$ cat config.mk
export PLATFORM = sky130hd
export DESIGN_NAME = mmc3_bank_mapper_irq
export DESIGN_NICKNAME = d
export VERILOG_FILES = /design/src/rtl/mmc3_pkg.sv /design/src/rtl/mmc3_bank_mapper_irq.sv /design/src/rtl/mmc3_xlate.sv
export SDC_FILE = /design/constraint.sdc
export NUM_CORES = 1
export LEC_CHECK = 0
export BUFFER_PORTS_ARGS = -buffer_cell sky130_fd_sc_hd__buf_4
export CELL_PAD_IN_SITES_DETAIL_PLACEMENT = 2
export CELL_PAD_IN_SITES_GLOBAL_PLACEMENT = 2
export CORE_ASPECT_RATIO = 1.25
export CORE_MARGIN = 5
export CORE_UTILIZATION = 41
export DETAILED_ROUTE_END_ITERATION = 6
export MAX_ROUTING_LAYER = met4
export PLACE_DENSITY = 0.85
export SYNTH_ARGS = -nofsm -noshare
export SYNTH_HDL_FRONTEND = slang
export SYNTH_HIERARCHICAL = 1
export SYNTH_SLANG_ARGS = --single-unit
$ cat constraint.sdc
create_clock -name clk -period 3.61 [get_ports clk]
set_clock_uncertainty 0.2 [all_clocks]
set_input_delay 0 -clock clk [delete_from_list [all_inputs] [get_ports clk]]
set_output_delay 0 -clock clk [all_outputs]
set_load 0.01 [all_outputs]
$ cat src/rtl/mmc3_pkg.sv
// Shared types and constants for the MMC3 bank mapper with scanline interrupt.
// No dependencies; compiled before every other file of the block.
package mmc3_pkg;

	// Kinds of bus access carried by one input beat
	localparam logic [1:0] ACT_CPU_WR    = 2'd0;
	localparam logic [1:0] ACT_CPU_RD    = 2'd1;
	localparam logic [1:0] ACT_PPU_RD    = 2'd2;
	localparam logic [1:0] ACT_PPU_FETCH = 2'd3;

	// Memories an access can be steered to
	localparam logic [2:0] TGT_PRG_ROM = 3'd0;
	localparam logic [2:0] TGT_PRG_RAM = 3'd1;
	localparam logic [2:0] TGT_CHR_ROM = 3'd2;
	localparam logic [2:0] TGT_CHR_RAM = 3'd3;
	localparam logic [2:0] TGT_NONE    = 3'd4;

	// Nametable arrangement reported with every result
	localparam logic [1:0] MIR_HORZ = 2'd0;
	localparam logic [1:0] MIR_VERT = 2'd1;
	localparam logic [1:0] MIR_FOUR = 2'd2;

	// Configuration register indexes
	localparam logic [1:0] CFG_PRG_PAGES   = 2'd0;
	localparam logic [1:0] CFG_CHR_PAGES   = 2'd1;
	localparam logic [1:0] CFG_FOUR_SCREEN = 2'd2;
	localparam logic [1:0] CFG_MIRROR_INIT = 2'd3;

	// Mapper register decode, CPU space at 0x8000 and above
	localparam logic [15:0] REG_DECODE_MASK = 16'hE001;
	localparam logic [15:0] REG_BANK_SEL    = 16'h8000;
	localparam logic [15:0] REG_BANK_DATA   = 16'h8001;
	localparam logic [15:0] REG_MIRROR      = 16'hA000;
	localparam logic [15:0] REG_IRQ_LATCH   = 16'hC000;
	localparam logic [15:0] REG_IRQ_RELOAD  = 16'hC001;
	localparam logic [15:0] REG_IRQ_DISABLE = 16'hE000;
	localparam logic [15:0] REG_IRQ_ENABLE  = 16'hE001;

	// Scanline value that means no line has been seen yet
	localparam logic [8:0] NO_LINE = 9'd511;

	// Bank register contents after reset, entry 0 in the lowest byte
	localparam logic [7:0][7:0] BANK_RESET = {8'd1, 8'd0, 8'd7, 8'd6, 8'd5, 8'd4, 8'd2, 8'd0};

	typedef struct packed {
		logic [1:0]  action;
		logic [15:0] address;
		logic [7:0]  write_data;
		logic [3:0]  pattern_row;
		logic        first_plane;
		logic [8:0]  scanline;
	} item_t;

	// Mapper state and configuration seen by the address translator
	typedef struct packed {
		logic [7:0][7:0] bank;
		logic            chr_invert;
		logic            prg_swap;
		logic [5:0]      prg_pages;
		logic [5:0]      chr_pages;
		logic            four_screen;
	} map_ctl_t;

	typedef struct packed {
		logic [2:0]  target;
		logic [18:0] mem_address;
	} xlate_t;

endpackage

$ cat src/rtl/mmc3_bank_mapper_irq.sv
// Top level of the MMC3 bank mapper with scanline interrupt counter.
// Depends on mmc3_pkg and mmc3_xlate.
//
//  Channel  Direction  Signals                          Contents
//  s_axis   in         tvalid tready tdata[39:0] tuser  one bus access per beat
//  m_axis   out        tvalid tready tdata[31:0]        one translation per beat
//  cfg      in         cfg_we cfg_index[1:0] cfg_data   page counts, screen layout
//
// Every accepted beat produces exactly one result beat. It is held in the input register,
// then in the result register. A new beat can be accepted in every cycle unless m_axis is
// stalled with both registers full; while m_axis is ready the rate is one access per
// clock. The path from the input register to the result register holds the address
// translator and the mapper register and counter update. When the result register is
// full and m_axis_tready is low, the input register holds its beat and s_axis_tready
// falls only once that register is occupied too. Reset (arst_n low) restores the
// power-up bank layout, clears the interrupt logic and empties both pipeline registers.
// Configuration is meant to be written only while no beat is in flight.
module mmc3_bank_mapper_irq #(
	parameter int MAX_PRG_PAGES = 32,
	parameter int MAX_CHR_PAGES = 32
) (
	input  logic        clk,
	input  logic        arst_n,
	input  logic        s_axis_tvalid,
	output logic        s_axis_tready,
	// address[15:0], write_data[23:16], pattern_row[27:24], first_plane[28],
	// scanline[37:29], zero fill [39:38]
	input  logic [39:0] s_axis_tdata,
	// action[1:0]
	input  logic [1:0]  s_axis_tuser,
	output logic        m_axis_tvalid,
	input  logic        m_axis_tready,
	// target[2:0], mem_address[21:3], irq[22], mirroring[24:23], zero fill [31:25]
	output logic [31:0] m_axis_tdata,
	input  logic        cfg_we,
	input  logic [1:0]  cfg_index,
	input  logic [5:0]  cfg_data
);
	import mmc3_pkg::*;

	// Configuration registers
	logic [5:0] prg_pages_q;
	logic [5:0] chr_pages_q;
	logic       four_screen_q;

	// Mapper state
	logic [7:0][7:0] bank_q, bank_d;
	logic            chr_invert_q, chr_invert_d;
	logic            prg_swap_q, prg_swap_d;
	logic [2:0]      reg_pointer_q, reg_pointer_d;
	logic [7:0]      irq_latch_q, irq_latch_d;
	logic [7:0]      irq_count_q, irq_count_d;
	logic            irq_enable_q, irq_enable_d;
	logic            irq_pending_q, irq_pending_d;
	logic [8:0]      last_line_q, last_line_d;
	logic            mirror_vert_q, mirror_vert_d;

	// Pipeline
	logic        valid_s1;
	item_t       item_s1;
	logic        out_valid_q;
	logic [31:0] out_data_q;
	logic        advance;

	map_ctl_t ctl;
	xlate_t   xres;
	logic     reg_write;
	logic     line_clock;
	logic [1:0] mirroring;

	// The input register moves on whenever the result register is free or
	// is being emptied in this cycle.
	assign advance       = valid_s1 && (!out_valid_q || m_axis_tready);
	assign s_axis_tready = !valid_s1 || advance;
	assign m_axis_tvalid = out_valid_q;
	assign m_axis_tdata  = out_data_q;

	always_ff @(posedge clk or negedge arst_n) begin
		if (!arst_n) begin
			valid_s1    <= 1'b0;
			out_valid_q <= 1'b0;
		end else begin
			if (s_axis_tready)
				valid_s1 <= s_axis_tvalid;
			if (advance)
				out_valid_q <= 1'b1;
			else if (m_axis_tready)
				out_valid_q <= 1'b0;
		end
	end

	// Payload registers carry no reset.
	always_ff @(posedge clk) begin
		if (s_axis_tvalid && s_axis_tready) begin
			item_s1.action      <= s_axis_tuser;
			item_s1.address     <= s_axis_tdata[15:0];
			item_s1.write_data  <= s_axis_tdata[23:16];
			item_s1.pattern_row <= s_axis_tdata[27:24];
			item_s1.first_plane <= s_axis_tdata[28];
			item_s1.scanline    <= s_axis_tdata[37:29];
		end
		if (advance)
			out_data_q <= {7'd0, mirroring, irq_pending_d, xres.mem_address, xres.target};
	end

	// Translation uses the state left by all earlier beats.
	assign ctl.bank        = bank_q;
	assign ctl.chr_invert  = chr_invert_q;
	assign ctl.prg_swap    = prg_swap_q;
	assign ctl.prg_pages   = prg_pages_q;
	assign ctl.chr_pages   = chr_pages_q;
	assign ctl.four_screen = four_screen_q;

	mmc3_xlate #(
		.MAX_PRG_PAGES(MAX_PRG_PAGES),
		.MAX_CHR_PAGES(MAX_CHR_PAGES)
	) u_xlate (
		.item(item_s1),
		.ctl (ctl),
		.res (xres)
	);

	// Register writes reach the mapper at 0x8000 and above; the interrupt
	// counter is clocked by a fetch from the upper pattern table on a line
	// that differs from the last one counted.
	assign reg_write  = (item_s1.action == ACT_CPU_WR) && item_s1.address[15];
	assign line_clock = (item_s1.action == ACT_PPU_FETCH) && item_s1.address[12]
	                 && (last_line_q != item_s1.scanline);

	always_comb begin
		bank_d        = bank_q;
		chr_invert_d  = chr_invert_q;
		prg_swap_d    = prg_swap_q;
		reg_pointer_d = reg_pointer_q;
		irq_latch_d   = irq_latch_q;
		irq_count_d   = irq_count_q;
		irq_enable_d  = irq_enable_q;
		irq_pending_d = irq_pending_q;
		last_line_d   = last_line_q;
		mirror_vert_d = mirror_vert_q;
		if (reg_write) begin
			case (item_s1.address & REG_DECODE_MASK)
				REG_BANK_SEL: begin
					chr_invert_d  = item_s1.write_data[7];
					prg_swap_d    = item_s1.write_data[6];
					reg_pointer_d = item_s1.write_data[2:0];
				end
				REG_BANK_DATA: bank_d[reg_pointer_q] = item_s1.write_data;
				REG_MIRROR: begin
					if (!four_screen_q)
						mirror_vert_d = !item_s1.write_data[0];
				end
				REG_IRQ_LATCH:  irq_latch_d = item_s1.write_data;
				REG_IRQ_RELOAD: irq_count_d = 8'd0;
				REG_IRQ_DISABLE: begin
					irq_enable_d  = 1'b0;
					irq_pending_d = 1'b0;
				end
				REG_IRQ_ENABLE: begin
					irq_enable_d = 1'b1;
					last_line_d  = NO_LINE;
				end
				default: ;
			endcase
		end
		if (line_clock) begin
			last_line_d = item_s1.scanline;
			if (irq_count_q == 8'd0) begin
				irq_count_d = irq_latch_q;
			end else begin
				irq_count_d = irq_count_q - 8'd1;
				// The flag is sticky: only a disable write or reset clears it.
				if (irq_count_q == 8'd1 && irq_enable_q)
					irq_pending_d = 1'b1;
			end
		end
	end

	assign mirroring = four_screen_q ? MIR_FOUR : (mirror_vert_d ? MIR_VERT : MIR_HORZ);

	always_ff @(posedge clk or negedge arst_n) begin
		if (!arst_n) begin
			prg_pages_q   <= 6'd32;
			chr_pages_q   <= 6'd32;
			four_screen_q <= 1'b0;
			bank_q        <= BANK_RESET;
			chr_invert_q  <= 1'b0;
			prg_swap_q    <= 1'b0;
			reg_pointer_q <= 3'd0;
			irq_latch_q   <= 8'd0;
			irq_count_q   <= 8'd0;
			irq_enable_q  <= 1'b0;
			irq_pending_q <= 1'b0;
			last_line_q   <= NO_LINE;
			mirror_vert_q <= 1'b0;
		end else begin
			// The initial mirroring has no register of its own: it goes
			// straight into the live arrangement below.
			if (cfg_we) begin
				case (cfg_index)
					CFG_PRG_PAGES:   prg_pages_q   <= cfg_data;
					CFG_CHR_PAGES:   chr_pages_q   <= cfg_data;
					CFG_FOUR_SCREEN: four_screen_q <= cfg_data[0];
					default: ;
				endcase
			end
			if (advance) begin
				bank_q        <= bank_d;
				chr_invert_q  <= chr_invert_d;
				prg_swap_q    <= prg_swap_d;
				reg_pointer_q <= reg_pointer_d;
				irq_latch_q   <= irq_latch_d;
				irq_count_q   <= irq_count_d;
				irq_enable_q  <= irq_enable_d;
				irq_pending_q <= irq_pending_d;
				last_line_q   <= last_line_d;
			end
			// A write of the initial mirroring loads the live arrangement and takes priority over a beat.
			if (cfg_we && cfg_index == CFG_MIRROR_INIT)
				mirror_vert_q <= cfg_data[0];
			else if (advance)
				mirror_vert_q <= mirror_vert_d;
		end
	end

endmodule

$ cat src/rtl/mmc3_xlate.sv
// Address translator: steers one bus access to PRG ROM/RAM or CHR ROM/RAM, or to none.
// Purely combinational; depends on mmc3_pkg.
module mmc3_xlate #(
	parameter int MAX_PRG_PAGES = 32,
	parameter int MAX_CHR_PAGES = 32
) (
	input  mmc3_pkg::item_t    item,
	input  mmc3_pkg::map_ctl_t ctl,
	output mmc3_pkg::xlate_t   res
);
	import mmc3_pkg::*;

	localparam int PRG_BW = $clog2(2 * MAX_PRG_PAGES);
	localparam int CHR_BW = $clog2(8 * MAX_CHR_PAGES);

	logic [5:0]        prg_p;
	logic [5:0]        chr_p;
	logic [6:0]        prg_two;
	logic [PRG_BW-1:0] prg_mask;
	logic [PRG_BW-1:0] prg_second;
	logic [PRG_BW-1:0] prg_page;
	logic [1:0]        prg_slot;
	logic [18:0]       prg_addr;
	logic [CHR_BW-1:0] chr_mask;
	logic [CHR_BW-1:0] chr_page;
	logic              fetch;
	logic [15:0]       off;
	logic [3:0]        row_r;
	logic [12:0]       byte_sum;
	logic [2:0]        chr_slot;
	logic [2:0]        bank_idx;
	logic [7:0]        chr_raw;
	logic              prg_ram_ok;

	// Page counts limited to what the cartridge can hold
	always_comb begin
		if (ctl.prg_pages == 6'd0)
			prg_p = 6'd1;
		else if (ctl.prg_pages > 6'(MAX_PRG_PAGES))
			prg_p = 6'(MAX_PRG_PAGES);
		else
			prg_p = ctl.prg_pages;
		chr_p = (ctl.chr_pages > 6'(MAX_CHR_PAGES)) ? 6'(MAX_CHR_PAGES) : ctl.chr_pages;
	end

	assign prg_two    = {prg_p, 1'b0};
	assign prg_mask   = PRG_BW'(prg_two - 7'd1);
	assign prg_second = PRG_BW'(prg_two - 7'd2);
	assign chr_mask   = CHR_BW'({chr_p, 3'b000} - 9'd1);

	// PRG: slot 1 follows bank 7, slot 3 is fixed to the last bank, and
	// slots 0 and 2 trade bank 6 against the second-last bank.
	assign prg_slot = item.address[14:13];
	always_comb begin
		case (prg_slot)
			2'd1: prg_page = PRG_BW'(ctl.bank[7]) & prg_mask;
			2'd3: prg_page = prg_mask;
			default: begin
				if ((prg_slot == 2'd0) != ctl.prg_swap)
					prg_page = PRG_BW'(ctl.bank[6]) & prg_mask;
				else
					prg_page = prg_second;
			end
		endcase
	end
	assign prg_addr = 19'({prg_page, item.address[12:0]});

	// CHR: pattern fetches add the tile and plane offsets and use row mod 8
	assign fetch    = (item.action == ACT_PPU_FETCH);
	assign off      = item.address
	                + ((fetch && item.pattern_row[3]) ? 16'd16 : 16'd0)
	                + ((fetch && !item.first_plane) ? 16'd8 : 16'd0);
	assign row_r    = fetch ? {1'b0, item.pattern_row[2:0]} : item.pattern_row;
	assign byte_sum = off[12:0] + 13'(row_r);
	assign chr_slot = off[12:10] ^ {ctl.chr_invert, 2'b00};
	assign bank_idx = chr_slot[2] ? (chr_slot - 3'd2) : {2'b00, chr_slot[1]};
	assign chr_raw  = chr_slot[2] ? ctl.bank[bank_idx]
	                              : {ctl.bank[bank_idx][7:1], chr_slot[0]};
	assign chr_page = CHR_BW'(chr_raw) & chr_mask;

	assign prg_ram_ok = !ctl.four_screen && (item.address[15:13] == 3'b011);

	always_comb begin
		res.target      = TGT_NONE;
		res.mem_address = 19'd0;
		case (item.action)
			ACT_CPU_WR: begin
				if (prg_ram_ok) begin
					res.target      = TGT_PRG_RAM;
					res.mem_address = 19'(item.address[12:0]);
				end
			end
			ACT_CPU_RD: begin
				if (item.address[15]) begin
					res.target      = TGT_PRG_ROM;
					res.mem_address = prg_addr;
				end else if (prg_ram_ok) begin
					res.target      = TGT_PRG_RAM;
					res.mem_address = 19'(item.address[12:0]);
				end
			end
			default: begin
				if (chr_p != 6'd0) begin
					res.target      = TGT_CHR_ROM;
					res.mem_address = 19'({chr_page, byte_sum[9:0]});
				end else begin
					res.target      = TGT_CHR_RAM;
					res.mem_address = 19'(byte_sum);
				end
			end
		endcase
	end

endmodule

* After elaboration in Yosys (flattened, before gate mapping)
Index checks and enable logic that the tools add are counted.
** Cells by class
- Add/sub/neg operators :: 8
- $lt $le $gt $ge :: 5
- Eq/ne operators :: 18
- Mux-type cells :: 40
- Bitwise gates (word level) :: 4
- Reductions and logical operators :: 39
** Operators with widths (number)
- $bwmux W64 :: 1
- $mux W8 :: 6
- $mux W22 :: 2
- $pmux W22 S2 :: 1
- $eq A4 B4 Y1 const B :: 7
- $mux W9 :: 3
- $add A13 B13 Y13 :: 2
- $bmux W8 S3 :: 1
- $demux W8 S3 :: 1
- $mux W20 :: 1
- $reduce_and A3 Y1 :: 6
- $sub A8 B1 Y8 const B :: 2
- $mux W5 :: 3
- $mux W1 :: 14
- $add A13 B4 Y13 :: 1
- $and A6 B6 Y6 :: 2
- $gt A6 B6 Y1 const B :: 2
- $mux W6 :: 2
- $pmux W6 S2 :: 1
- $reduce_bool A2 Y1 :: 6
- $logic_and A1 B1 Y1 :: 11
- $ne A9 B9 Y1 :: 1
- $and A8 B8 Y8 :: 1
- $eq A2 B2 Y1 const B :: 4
- other kinds (20) :: 33
** Word-level totals
- Bits in registers :: 177
- Output and inout port bits :: 34

* Depth between registers and ports, before layout
- Depth in word-level cells :: 14
- Gate-level depth with buffers :: 14
- Gate-level depth less buffers :: 11

* Cells and area by module
Netlist, hierarchy kept.
** By module, submodules not included
- mmc3_bank_mapper_irq :: times used 1, cells each 421, area an instance 6839.1 µm², seq. area each 4780.8 µm²
- mmc3_xlate :: times used 1, cells each 264, area an instance 1829.3 µm², seq. area each 0.0 µm²

* Worst setup path after synthesis
Ideal clock, no wire load.
- Path kind :: register to register
- Start :: reg item_s1[39] in the netlist's numbering
- End :: reg out_data_q[17] (netlist: m_axis_tdata[17]) (data pin)
- Library setup time :: 0.180 ns
- Arrival :: 2.800 ns
- Path slack :: 0.431 ns
- Cell stages (with the launch flop) :: 15
- Buffers on the path :: 3
- Period minus slack after synthesis :: 3.179 ns
- Path through :: edfxtp_1 clkbuf_1 nand2_1 nor2_1 ha_1 fa_1 buf_2 nand4_2 nor2_4 xnor2_2 nor2_2 buf_6 mux2i_1 mux2_2 o41ai_2
** RTL lines
- start, declared :: line mmc3_bank_mapper_irq.sv:60 : item_t item_s1;
- end signal, assigned :: line mmc3_bank_mapper_irq.sv:103 : out_data_q <= {7'd0, mirroring, irq_pending_d, xres.mem_address, xres.target};
- end, declared :: line mmc3_bank_mapper_irq.sv:62 : logic [31:0] out_data_q;

==> flow_summary.yaml <==
critical_path:
  critPathKind: "reg -> reg"
  cp-end-kind: "register"
  critPathSlowestCell: "a2111oi_1"
  cp_max_fo: 10
  arrival_ns: 3.82
  cp_cell_sequence: "and3_1 -> ha_1 -> a21oi_1 -> buf_4 -> nor2_1 -> xnor2_1 -> a31oi_1 -> buf_4 -> o21bai_1 -> a2111oi_1 -> a221o_1"
  startpoint_type: "register"
  cp_common_cell: "buf_4"
  cp_data_required_time_ns: 3.73
  critPathMaxStageDelay_ns: 0.48
drt:
  dr.pass1.iters: 5
  routed_wl_mm: 34.18
  remaining_drc_errors: 0
  ant_nets: 0
  vias_per_cell: 5.992
  drt_iter0_drc: 556
  vias: 6675
  avgRoutedWirePerCell_um: 30.68
clocking:
  cts.clk_slew.worst_paths_ns: 0.08
  cts_tree: "built"
  cts_buffer_depth: 2
  worstSkewPairLatency_ns: 0.46
  htree_levels: 4
  cts_root_buffer: "clkbuf_16"
  cts_inserted_buffers: 17
  cts_sinks: 173
power:
  vdd_drop_max_mv: 0.3453
  power_uw: 5706
  powerDensity_mw_per_mm2: 533.5
  p_leak_uw: 0.004493
global_route:
  grt_overflow_total: 0
  grt_usage_pct: 29.46
  antenna_found_initial: 1
  grt_max_degree: 86
  grt_pass1_wl_mm: 50.66
  grt_pass1_vias: 7697
status:
  status: "finished, violations left"
  failed_checks: "negative setup slack"
place:
  numPortBuffers: 79
  dp_cells: 1018
  hpwl_mm: 18.33
  gp_congestion: 0.8200
synth:
  synth_cells: 677
  syn_area_mm2: 0.008523
  yosys_warnings: 6
  synth.avg_cell_area_um2: 12.59
run:
  drv_cap: 0
layout:
  finalNonFillerCells: 1114
  fillCellCount: 1990
  area_growth_pct: 25.47
  layout-drive-gt1-share_pct: 33.97
  nNetsFinal: 894
  utilization_pct: 51.74
hold_path:
  hp-class: "in -> reg"
timing:
  hold_viol_final: 0
  final.period_utilization_pct: 102.4
  max_freq_mhz: 270.5
  finalHoldWorstSlack_ns: 0.06157
  max-slew-margin-rel_pct: 24.96
  setup_viol: 3
  worst_slack_ns: -0.08741
  fin_crit_ns: 3.697
  worstMarginPinSlew_ns: 1.126
  maxSlewViolCount: 0
floorplan:
  design.core.area_mm2: 0.02067
  die_height_um: 171.2
  dieArea_mm2: 0.02379
  initial_core_util_pct: 41.23
  die_w_um: 139.0
  ios: 89
  num_rows: 59
==> sequential cells by signal, indices dropped and copies added, names as in the netlist <==
| name | cells |
|---|---|
| bank_q | 60 |
| item_s1 | 40 |
| m_axis_tdata | 25 |
| last_line_q | 9 |
| irq_count_q | 8 |
| irq_latch_q | 8 |
| chr_pages_q | 6 |
| prg_pages_q | 6 |
| reg_pointer_q | 3 |
| chr_invert_q | 1 |
| four_screen_q | 1 |
| irq_enable_q | 1 |
| irq_pending_q | 1 |
| m_axis_tvalid | 1 |
| mirror_vert_q | 1 |
| prg_swap_q | 1 |
| valid_s1 | 1 |
==> final cells by class <==
type | instances | area (µm²) | share of cell area [%]
diodes | 1 | 2.502 | 0.02340
clock buffers | 18 | 439.2 | 4.107
clock inverters | 14 | 143.9 | 1.346
inverters | 17 | 63.81 | 0.5967
multi-input cells | 458 | 3682 | 34.43
flip-flops and latches | 173 | 4681 | 43.77
well taps | 274 | 342.8 | 3.206
repair buffers | 159 | 1339 | 12.52
==> through the flow <==
step | area [µm²] | setup TNS, ns | worst slack, ns
after floorplan | 8546 | 0 | 0.4305
after global placement | 9413 | 0 | 0.4394
after detailed placement | 9413 | 0 | 0.2039
after CTS | 10580 | 0 | 0.02852
after global routing | 10690 | -0.08114 | -0.08114
final | 10690 | -0.09720 | -0.08741
==> layer usage <==
metal,share of wire [%],up-vias,GRT usage [%],wire length [µm]
met5,0,-,-,0
met4,6.4,0,17.83,2190
met3,4.3,131,5.868,1482
met2,53,299,52.17,18210
met1,36,3465,30.32,12290
li1,-,2780,-,-
==> cells in the final DEF, fill, tap and decap left out, types with 7 or more instances in the layout <==
cell / instances
clkbuf_16: 17
o22a_1: 9
mux2i_1: 20
o2bb2ai_1: 10
inv_1: 17
nand3_1: 9
conb_1: 7
xor2_1: 18
o21ai_0: 34
nand2_1: 53
dfrtp_1: 87
edfxtp_1: 65
dlygate4sd3_1: 58
mux2_2: 83
mux2_4: 8
dfstp_2: 21
buf_4: 101
a21oi_1: 22
xnor2_1: 9
or2_2: 7
nor2_1: 25
ha_1: 10
nor3_1: 11
nand2b_1: 8
==> report_power, final <==
| part | total [µW] | internal, µW | switching (µW) |
|---|---|---|---|
| registers | 2540 | 2290 | 256 |
| logic | 1250 | 534 | 712 |
| clock network | 1920 | 944 | 971 |
| total | 5710 | 3770 | 1940 |
==> final timing paths <==
path,start,endpoint,slack (ns),cells past startpoint
max in group asynchronous,arst_n,last_line_q[1]$_DFFE_PN1P_,2.04,3
hold / removal,s_axis_tuser[1],item_s1[39]$_DFFE_PP_,0.06,2
hold reg to reg,irq_latch_q[2]$_DFFE_PN0P_,irq_latch_q[2]$_DFFE_PN0P_,0.32,1
min in group asynchronous,arst_n,prg_pages_q[2]$_DFFE_PN0P_,0.12,2
setup / recovery,item_s1[13]$_DFFE_PP_,m_axis_tdata[13]$_DFFE_PP_,-0.09,11
setup reg to reg,item_s1[13]$_DFFE_PP_,m_axis_tdata[13]$_DFFE_PP_,-0.09,11
==> repair_timing <==
action | in CTS | in global routing
setup endpoints to repair | 1 | 7
endpoints found under the hold margin | 128 | 0
pin swaps | 0 | 3
buffers inserted | 0 | 5
gates resized for setup | 1 | 12
hold buffers | 58 | 0
==> worst max-delay path: cells and delay by family, from the launching register on <==
family	cells	cell delay, ns
AO/OA/AOI/OAI	5	1.24
XOR/XNOR	1	0.22
flip-flops	1	0.46
AND/OR/NAND/NOR	2	0.61
adder cells (fa/ha/maj)	1	0.39
buffers and inverters	2	0.45
No activity file was read; power rests on OpenSTA's default activity.
